--- src/plist_pkg.sv ---
package plist_pkg;

  localparam int CAPACITY = 256;

  localparam int POS_W   = 8;
  localparam int VAL_W   = 32;
  localparam int OUT_CNT_W = 9;
  localparam int CNT_W   = $clog2(CAPACITY + 1);
  localparam int CMP_W   = (CNT_W > POS_W) ? CNT_W : POS_W;

  localparam int GSEL_W  = 4;
  localparam int GRP     = 1 << GSEL_W;
  localparam int GIDX_W  = POS_W - GSEL_W;
  localparam int NGRP    = (CAPACITY + GRP - 1) / GRP;
  localparam int NSEL    = (NGRP < (1 << GIDX_W)) ? NGRP : (1 << GIDX_W);

  typedef logic [1:0] opcode_t;
  localparam opcode_t OP_READ   = 2'd0;
  localparam opcode_t OP_INSERT = 2'd1;
  localparam opcode_t OP_REMOVE = 2'd2;

  typedef enum logic [1:0] {
    CELL_HOLD,
    CELL_LOAD,
    CELL_FROM_LO,
    CELL_FROM_HI
  } cell_op_t;

endpackage

--- src/plist_cell.sv ---
module plist_cell (
  input  logic                  clk,
  input  plist_pkg::cell_op_t   op,
  input  logic signed [31:0]    value,
  input  logic signed [31:0]    lo_q,
  input  logic signed [31:0]    hi_q,
  output logic signed [31:0]    q
);
  import plist_pkg::*;

  logic signed [VAL_W-1:0] data_r;
  logic signed [VAL_W-1:0] data_nxt;

  always_comb begin
    case (op)
      CELL_HOLD:    data_nxt = data_r;
      CELL_LOAD:    data_nxt = value;
      CELL_FROM_LO: data_nxt = lo_q;
      CELL_FROM_HI: data_nxt = hi_q;
      default:      data_nxt = data_r;
    endcase
  end

  always_ff @(posedge clk) begin
    data_r <= data_nxt;
  end

  assign q = data_r;

endmodule

--- config.mk ---
export PLATFORM = sky130hd
export DESIGN_NAME = plist_cell
export DESIGN_NICKNAME = d
export VERILOG_FILES = /design/src/plist_pkg.sv /design/src/plist_cell.sv
export SDC_FILE = /design/constraint.sdc
export NUM_CORES = 1
export LEC_CHECK = 0
export BUFFER_PORTS_ARGS = -buffer_cell sky130_fd_sc_hd__buf_2
export CAP_MARGIN = 15
export CORE_MARGIN = 2
export CORE_UTILIZATION = 39
export DETAILED_ROUTE_END_ITERATION = 12
export PLACE_DENSITY = 0.79
export SETUP_SLACK_MARGIN = 0.3
export SYNTH_ARGS = -nofsm -noshare
export SYNTH_HDL_FRONTEND = slang
export SYNTH_SLANG_ARGS = --single-unit
--- constraint.sdc ---
create_clock -name clk -period 1.55 [get_ports clk]
set_clock_uncertainty 0.15 [all_clocks]
set_input_delay 0.0775 -clock clk [delete_from_list [all_inputs] [get_ports clk]]
set_output_delay 0.0775 -clock clk [all_outputs]
set_load 0.01 [all_outputs]
## Yosys cells after proc, flatten, opt, wreduce, memory -nomap -nowiden

Index checks and enable logic that the tools add are counted.

| cells by class | value |
|---|---|
| add/subtract/negate cells | 0 |
| multipliers | 0 |
| divide/modulo/power cells | 0 |
| magnitude comparators | 0 |
| eq/ne operators | 3 |
| shifts and indexed selects | 0 |
| multiplexer cells | 1 |
| bitwise gates (word level) | 0 |
| reduce and logical (&&, ||, !) cells | 1 |

Operator list:

| operator | number |
|---|---|
| $pmux W32 S3 | 1 |
| $eq A2 B2 Y1 const B | 2 |
| $eq A2 B1 Y1 const B | 1 |
| $logic_not A2 Y1 | 1 |

| word-level totals | value |
|---|---|
| bits in registers | 32 |
| bits in latches | 0 |
| memory bits (writable) | 0 |
| ROM bits | 0 |
| input port bits | 99 |
| output and inout bits | 32 |
| word-level logic and storage cells | 6 |
| memories kept | 0 |

## Depth between registers and ports, before layout

Gate-level depths: netlist (run 1).

| logic depth | value |
|---|---|
| depth after elaboration | 2 |
| mapped depth | 4 |
| mapped depth without buffers | 2 |

## Worst setup path after synthesis (run 1)

No wires, ideal clock.

| path | value |
|---|---|
| path type | input to register |
| start point | input op[0] |
| end point | register data_r[0] (netlist: q[0]), enable pin |
| library setup time | 0.375 ns |
| data arrival time | 0.810 ns |
| required time | 1.025 ns |
| slack | 0.215 ns |
| cell stages on the path | 3 |
| buffers on the path | 2 |
| path through | buf_6 > buf_12 > or2_2 |

| between the ends | value |
|---|---|
| cells in the longest elaborated chain, start to end | 1 |

Ends and longest elaborated chain:

| element | line | RTL |
|---|---|---|
| from (decl) | plist_cell.sv:3 | `input plist_pkg::cell_op_t op,` |
| $logic_not A2 Y1 | plist_cell.sv:15 | `case (op)` |
| to (signal assigned) | plist_cell.sv:25 | `data_r <= data_nxt;` |
| to (decl) | plist_cell.sv:11 | `logic signed [VAL_W-1:0] data_r;` |

Every way passes these cells.
A chain may end at the register's enable or synchronous reset.

## Final worst setup path (run 1)

| path | value |
|---|---|
| start point | input value[25] |
| end point | register data_r[25] (netlist: q[25]) (data pin) |

| between the ends | value |
|---|---|
| cells in the longest elaborated chain, start to end | 1 |

Ends and longest elaborated chain:

| element | line | RTL |
|---|---|---|
| from (decl) | plist_cell.sv:4 | `input logic signed [31:0] value,` |
| $pmux W32 S3 | plist_cell.sv:15 |  |
| named net data_nxt[25] | plist_cell.sv:12 | `logic signed [VAL_W-1:0] data_nxt;` |

The timed path passes the listed nets, and every way through them passes these cells.

==> results by group, run 1 <==
Floorplan
  • Die H: 69.50 um
  • CORE AREA: 4058 um^2
  • Die Footprint: 4830 um^2
  • Ports: 131
  • Row cnt: 23
  • Initial Utilization: 41.23%
  • DIE WIDTH: 69.50 um

Place
  • Place WS: 0.2899 ns
  • PortBufs: 130
  • DP HPWL: 3234 um
  • GPL Wtd Cong: 0.7568
  • Placed cell count: 312

Synth
  • Cell Area, Synth: 1673 um^2
  • Mapped Avg Cell Area: 11.95 um^2
  • Register bit total from synthesis: 32
  • Seq/Total Area, Yosys: 57.44%
  • Post-synthesis cell type count: 10
  • Mapped Cells: 140
  • Net Count, Synth: 239
  • Yosys warns: 0

Cells and area
  • Core Util, Final: 65.03%
  • Layout cells sized above 1: 47.28%
  • Register area: 960.9 um^2
  • Fin cells: 344
  • Multi-input gate area: 609.3 um^2
  • Total Nets Final: 392
  • Antenna cells: 0
  • Fillers: 321
  • Max reg flops: 32
  • Area Growth Syn to Fin: 57.74%

GRT
  • Largest net degree at the start of global routing: 65
  • Vias in the first global route: 1647
  • All-Layer GR Usage: 19.46%
  • First-pass GRT wire length: 7417 um
  • Initial antenna violation count: 0
  • Gr ovfl total: 0

Timing
  • Pins Over Slew Limit: 0
  • Slew headroom: 69.16%
  • Final Hold Fails: 0
  • Tmin final: 1.061 ns
  • Worst slew pin tran: 0.4626 ns
  • Setup violators final: 0
  • Setup WS post-layout: 0.4889 ns
  • Final setup TNS: 0 ns
  • Maximum clock rate: 942.4 MHz
  • RSZ-0062 raised after global routing: false
  • Final period utilization: 68.46%

Drt
  • Via count: 1661
  • Antenna-violating nets left: 0
  • First DRT Iteration DRCs: 83
  • DRT Wirelength: 4789 um
  • DRT Pass-1 Iters: 4
  • Vias per cell: 4.828
  • WL/cell: 13.92 um
  • DRC errors left: 0

Status
  • Outcome: finished clean

Power
  • Static leakage: 1.288 nW
  • Cell area power density: 837.0 nW/um^2
  • Peak VDD IR: 554.8 uV

Critical path
  • Crit Path Max Fanout: 1
  • Worst path arrival time: 0.93 ns
  • Crit start category: input pin
  • Worst Setup Path Type: input pin to register
  • CP required: 1.42 ns
  • Crit end category: register

Min path
  • Hold Path Class: input pin to register
  • Hold path cells: 3

Clock tree
  • Cts bufs inserted: 5
  • Root buffer cell: clkbuf_8
  • TritonCTS clock tree: done
  • Clock slew at reported path FFs: 0.07 ns
  • CTS Buffer Depth: 2
  • H-tree depth: 2
  • Number of setup buffers added after CTS: 0
  • # clock sinks: 32

Flow run
  • Max-cap violations: 0
timing repair:
| item | 4_1_cts | 5_1_grt |
|---|---|---|
| resized for setup | 0 | 0 |
| hold buffers | 24 | 0 |
| endpoints found under the hold margin | 24 | 0 |
per-layer routing:
metal / global-route usage, % / part of all wire (%)
met5: 0 / 0
met4: 8.061 / 2.5
met3: 6.250 / 7.5
met2: 37.07 / 55
met1: 19.08 / 35
worst max-delay path: stages:
cell and delay (ns):
dlygate4sd3_1 0.54, buf_2 0.13, nor2_1 0.13, a21oi_1 0.06
area by class of cell:
cell class / instances / area share, %
Sequential cell: 32 / 36.42
Timing Repair Buffer: 157 / 35.09
Multi-Input combinational cell: 97 / 23.09
Clock buffer: 7 / 2.892
Tap cell: 50 / 2.371
Clock inverter: 1 / 0.1422
cell families (layout without fill, tap and decap cells):
group | count (synthesis) | in the layout | share of synthesized area [%]
buf+inv | 11 | 165 | 6.283
simple gates | 33 | 33 | 7.555
compound gates | 32 | 32 | 9.573
mux | 32 | 32 | 19.15
flops | 32 | 32 | 57.44
per-stage QoR:
stage	cell area, um^2	total power, mW	hold WS, ns
4_1_cts	2639	2.225	0.001547
2_1_floorplan	1675	1.348	0.1525
5_1_grt	2639	2.314	0.01612
3_3_place_gp	2318	1.563	0.2426
3_5_place_dp	2318	1.580	0.2498
6_report	2639	2.209	0.006155
cells in the mapped netlist:
master    instances  area (um^2)
nor2_1           32        120.1
a21oi_1          32        160.2
buf_2             3        15.01
buf_6             1        11.26
buf_12            3        60.06
or2_2             1        6.260
edfxtp_1         32        960.9
clkbuf_1          3        11.26
buf_4             1        7.510
mux2i_1          32        320.3
where the power goes:
| part | total [mW] | leakage, nW | internal (mW) | switching (mW) |
|---|---|---|---|---|
| sequential | 1.09 | 0.322 | 1.07 | 0.0226 |
| combinational | 0.513 | 0.926 | 0.269 | 0.244 |
| clock | 0.602 | 0.0399 | 0.312 | 0.290 |
cell usage in the layout, fill, tap and decap left out:
| cell | Yosys | layout |
|---|---|---|
| buf_4 | 1 | 2 |
| nor2_1 | 32 | 32 |
| edfxtp_1 | 32 | 32 |
| a21oi_1 | 32 | 32 |
| clkbuf_8 | 0 | 5 |
| buf_12 | 3 | 1 |
| buf_2 | 3 | 130 |
| dlygate4sd3_1 | 0 | 24 |
| or2_4 | 0 | 1 |
| clkinv_1 | 0 | 1 |
| clkbuf_1 | 3 | 2 |
| mux2i_1 | 32 | 32 |
path summary, 6_finish.rpt:
kind,slack [ns],end,from
setup / recovery,0.49,q[25],value[25]
hold / removal,0.006,q[30],value[30]
(Power assumes the default switching activity.)
==> run 2: changes to the inputs <==
clock period = 1.05 ns   (was 1.55 ns; I/O delays follow)
==> run 2 against run 1 <==
Net effect:
- the flow now finishes with violations (hold timing)
- largest power group unchanged
- sequential cell count did not move
- sequential power is 48% higher
- clock-buffer cell count is the same
- wire length fell by 9.1%
- worst hold slack lost 0.063 ns
- total power up 47%
- final area is 4.3% lower
- cell count is 5.5% lower
==> results by group, run 2 (synthesis results as in run 1) <==
Min path
  • Hold Path Class: input pin to register
  • Min-delay src: value[31]
  • Hold path cells: 3
  • Worst Hold Path EP: q[31]

Critical path
  • Number of buffers and inverters on the critical path: 1
  • Crit path max-delay family: flip-flops
  • Slowest CP cell: edfxtp_1
  • Crit end category: output port
  • Cell Chain, Critical Path: buf_2
  • Crit-path max cell delay: 0.38 ns
  • Worst Setup Path Type: register to output port
  • Crit Path Max Fanout: 1
  • CP required: 0.85 ns
  • Worst path arrival time: 0.80 ns
  • Crit start category: register

Drt
  • First DRT Iteration DRCs: 76
  • WL/cell: 13.40 um
  • Vias per cell: 4.825
  • DRT Wirelength: 4354 um
  • Antenna-violating nets left: 0
  • DRT Pass-1 Iters: 4
  • Via count: 1568
  • DRC errors left: 0

Timing
  • Final Hold Fails: 32
  • Worst slew pin tran: 0.2430 ns
  • Final period utilization: 95.84%
  • Pins Over Slew Limit: 0
  • Maximum clock rate: 993.7 MHz
  • Setup violators final: 0
  • Tmin final: 1.006 ns
  • Slew headroom: 83.80%
  • Setup WS post-layout: 0.04364 ns
  • RSZ-0062 raised after global routing: true
  • Worst hold slack: -0.05697 ns

Clock tree
  • H-tree depth: 2
  • Root buffer cell: clkbuf_8
  • Number of setup buffers added after CTS: 0
  • Clock slew at reported path FFs: 0.07 ns
  • TritonCTS clock tree: done
  • # clock sinks: 32
  • Cts bufs inserted: 5
  • CTS Buffer Depth: 2

GRT
  • Vias in the first global route: 1574
  • Initial antenna violation count: 0
  • First-pass GRT wire length: 6975 um
  • Gr ovfl total: 0
  • Largest net degree at the start of global routing: 33
  • All-Layer GR Usage: 18.19%

Status
  • Failing checks: hold timing
  • Outcome: complete, but fails checks

Floorplan
  • Ports: 131
  • Die Footprint: 4830 um^2
  • CORE AREA: 4058 um^2
  • Initial Utilization: 41.23%
  • DIE WIDTH: 69.50 um
  • Die H: 69.50 um
  • Row cnt: 23

Power
  • Pwr Total: 3.243 mW
  • Peak VDD IR: 687.0 uV
  • Static leakage: 1.241 nW
  • Cell area power density: 1284 nW/um^2

Place
  • Placed cell count: 314
  • Placed cell areas: 2321 um^2
  • DP HPWL: 3268 um
  • GPL Wtd Cong: 0.7800
  • PortBufs: 130
  • Place WS: -0.1723 ns

Cells and area
  • Core Util, Final: 62.26%
  • Total Nets Final: 373
  • Layout cells sized above 1: 52.73%
  • Commonest non-fill, non-tap cell in the layout: buf_2
  • Fin cells: 325
  • Final Instance Area: 2526 um^2
  • Fillers: 328
  • Most frequent cells in the layout: buf_2 (128), nor2_1 (32), a21oi_1 (32), edfxtp_1 (32), mux2i_1 (31)
  • Antenna cells: 0
  • Max reg flops: 32
  • Area Growth Syn to Fin: 51.01%

Flow run
  • Max-cap violations: 0
-- run 2: worst max-delay path by stage --
stage                     start  endpoint  slack, ns  cells past startpoint
final                     q[31]     q[31]       0.04                      1
after detailed placement  op[0]     q[15]      -0.17                      4
after floorplan           op[0]      q[0]      -0.07                      3
after global placement    op[0]      q[4]      -0.11                      4
after global routing      q[20]     q[20]      0.007                      1
after CTS                 q[31]     q[31]       0.03                      1
-- run 2: report_power, final --
| group | switching (mW) | internal, mW |
|---|---|---|
| clock network | 0.427 | 0.461 |
| logic | 0.355 | 0.388 |
| registers | 0.0316 | 1.58 |
-- run 2: metrics by stage --
| step | TNS (ns) | hold slack, ns |
|---|---|---|
| 2_1_floorplan | -2.158 | 0.1275 |
| 3_3_place_gp | -4.459 | 0.2158 |
| 3_5_place_dp | -6.342 | 0.2286 |
| 4_1_cts | 0 | -0.06562 |
| 5_1_grt | 0 | -0.06175 |
| 6_report | 0 | -0.05697 |
-- run 2: timing repair --
item,in CTS,in global routing
endpoints found under the setup margin,94,64
pin swaps,1,2
gates cloned,3,0
endpoints found under the hold margin,31,25
resized for setup,11,7
-- run 2: area by class of cell --
cell class,count,area (um^2),area share (%)
Timing Repair Buffer,137,800.8,31.70
Sequential cell,32,960.9,38.04
Multi-Input combinational cell,98,621.8,24.62
Clock inverter,1,3.754,0.1486
Clock buffer,7,76.32,3.021
Tap cell,50,62.56,2.476
-- run 2: layer usage --
| metal | wire, um | GRT usage [%] | vias to the layer above | share of wire, % |
|---|---|---|---|---|
| met3 | 495 | 7.703 | 7 | 11 |
| met5 | 0 | 0 | - | 0 |
| met2 | 2203 | 32.37 | 89 | 51 |
| met4 | 61 | 5.447 | 0 | 1.4 |
| li1 | - | - | 778 | - |
| met1 | 1593 | 19.53 | 694 | 37 |
==> run 3: changes to the inputs <==
ABC_AREA = 1   (was default)
CORE_UTILIZATION = 40   (was 39)
PLACE_DENSITY = 0.8   (was 0.79)
==> run 3 against run 2 <==
Net effect:
- the run ends with hold timing, setup timing left
- clock power increased by 34%
- sequential cell count unchanged
- non-clock buffer count increased by 28
- total power increased by 28%
- critical endpoint is now q[10]
- clock-buffer cell count decreased by 2
- cell count increased by 20%
- via count increased by 45%
- critical path depth unchanged
- wire length increased by 100%
==> results by group, run 3 <==
Critical path
  • Crit start category: register
  • Crit end category: output port
  • Crit Path Max Fanout: 1
  • Crit path max-delay family: flip-flops
  • Cell Chain, Critical Path: buf_2
  • Worst path arrival time: 0.90 ns
  • Slowest CP cell: edfxtp_1
  • Number of buffers and inverters on the critical path: 1
  • Crit-path max cell delay: 0.43 ns
  • Worst Setup Path Type: register to output port
  • CP required: 0.85 ns

Synth
  • Mapped Avg Cell Area: 9.627 um^2
  • Area share of the largest cell type after synthesis: 55.45%
  • Yosys warns: 0
  • Main synth FF type: edfxtp_1
  • Mapped Cells: 180
  • Largest cells by area after synthesis: edfxtp_1 (55%), nand3_1 (28%), nand2_1 (7.1%), buf_6 (6.5%), buf_4 (1.7%)
  • Register bit total from synthesis: 32
  • Top-count cell post-synth: nand3_1
  • Synth area leader: edfxtp_1
  • Post-synthesis cell type count: 8
  • Post-synth top cells: nand3_1 (96), nand2_1 (33), edfxtp_1 (32), buf_6 (10), buf_4 (4)
  • Cell Area, Synth: 1733 um^2
  • Async SR Flop Fraction: 0%
  • Post-synth EDFFs: 32
  • Seq/Total Area, Yosys: 55.45%
  • Net Count, Synth: 279

Clock tree
  • Root buffer cell: clkbuf_8
  • CTS Buffer Depth: 2
  • Clock slew at reported path FFs: 0.07 ns
  • H-tree depth: 2
  • # clock sinks: 32
  • TritonCTS clock tree: done
  • Cts bufs inserted: 5

Min path
  • Hold path cells: 3
  • Worst Hold Path EP: q[16]
  • Hold Path Class: input pin to register
  • Min-delay src: value[16]

Power
  • Cell area power density: 1084 nW/um^2
  • Static leakage: 1.755 nW
  • Peak VDD IR: 855.9 uV
  • Pwr Total: 4.167 mW

Drt
  • Antenna-violating nets left: 0
  • DRC errors left: 0
  • Via count: 2272
  • DRT Pass-1 Iters: 4
  • First DRT Iteration DRCs: 248
  • WL/cell: 22.93 um
  • Vias per cell: 5.841
  • DRT Wirelength: 8921 um

Timing
  • RSZ-0062 raised after global routing: true
  • Slew headroom: 73.77%
  • Worst slew pin tran: 0.3935 ns
  • Maximum clock rate: 909.3 MHz
  • Worst hold slack: -0.09531 ns
  • Final period utilization: 104.7%
  • Pins Over Slew Limit: 0
  • Tmin final: 1.100 ns
  • Setup violators final: 3
  • Final Hold Fails: 32
  • Setup WS post-layout: -0.04973 ns

Place
  • GPL Wtd Cong: 0.7834
  • Placed cell areas: 2537 um^2
  • PortBufs: 130
  • DP HPWL: 3822 um
  • Placed cell count: 357

Status
  • Outcome: complete, but fails checks
  • Failing checks: hold timing, setup timing

Cells and area
  • Commonest non-fill, non-tap cell in the layout: buf_2
  • Final Instance Area: 3842 um^2
  • Total Nets Final: 437
  • Fin cells: 389
  • Max reg flops: 32
  • Antenna cells: 0
  • Most frequent cells in the layout: buf_2 (124), nand3_2 (63), edfxtp_1 (32)
  • Area Growth Syn to Fin: 121.7%
  • Layout cells sized above 1: 83.19%

GRT
  • Initial antenna violation count: 0
  • All-Layer GR Usage: 26.27%
  • Largest net degree at the start of global routing: 29
  • Gr ovfl total: 0
  • Vias in the first global route: 2154
  • First-pass GRT wire length: 10120 um

Floorplan
  • Die Footprint: 4875 um^2
  • DIE WIDTH: 69.82 um
  • Ports: 131
  • Row cnt: 23
  • Die H: 69.82 um
  • Initial Utilization: 42.41%
  • CORE AREA: 4086 um^2

Flow run
  • Max-cap violations: 0
==> run 3: changes by cell type after synthesis <==
cell      before  now
buf_12         3    0
nand2_1        0   33
buf_4          1    4
or2_2          1    0
nor2_1        32    0
nand3_1        0   96
clkbuf_1       3    0
inv_1          0    1
mux2i_1       32    0
buf_6          1   10
inv_4          0    1
a21oi_1       32    0
==> run 3: worst max path at each step <==
stage	slack, ns	to	cells after the start	start
after CTS	0.03	q[25]	1	q[25]
after floorplan	0.11	q[0]	4	op[0]
after detailed placement	-0.06	q[20]	5	op[1]
final	-0.05	q[10]	1	q[10]
after global routing	-0.07	q[10]	1	q[10]
after global placement	-0.03	q[14]	5	op[1]
==> run 3: tightest hold or removal path: stages <==
cell and delay (ns):
buf_2 0.08, nand2_1 0.05, nand3_2 0.06
==> run 3: kinds of logic after synthesis <==
family	count (synthesis)	synth area share (%)
simple gates	129	34.87
flops	32	55.45
buf+inv	19	9.675
==> run 3: metrics by stage <==
stage	utilization (%)	setup TNS, ns	setup WS [ns]	hold WS, ns
after global placement	62.09	-0.07250	-0.02645	0.1920
after global routing	94.03	-0.1319	-0.06635	-0.08750
after CTS	75.44	0	0.02530	-0.1025
after detailed placement	62.09	-0.9972	-0.05811	0.1971
after floorplan	-	0	0.1092	0.09874
final	94.03	-0.06342	-0.04973	-0.09531
==> run 3: per-layer routing <==
metal  track usage [%]  up-vias  share of wire [%]
li1                  -      984                  -
met3             6.831       47                6.6
met5                 0        -                  0
met1             28.19     1102                 32
met2             47.30      139                 55
met4             13.03        0                5.5
==> run 3: final cells by class <==
class                      count  area [um^2]
tap                           50        62.56
clock buffer                   5        68.82
sequential                    32        960.9
inverter                       2        37.54
fill                         131        244.0
clock inverter                 3        37.54
multi-input combinational    132         1396
timing repair buffer         165         1279
==> run 3: repair_timing <==
action | in CTS | in global routing
buffers inserted | 7 | 6
endpoints found under the hold margin | 32 | 32
resized for setup | 55 | 117
pin swaps | 26 | 49
gates cloned | 6 | 5
setup endpoints to repair | 89 | 96
==> run 3: power by group <==
part | internal [mW] | switching (mW) | leakage, nW
Clock | 0.691 | 0.495 | 0.0532
Combinational | 0.635 | 0.701 | 1.37
Sequential | 1.59 | 0.0576 | 0.330
Total | 2.91 | 1.25 | 1.75
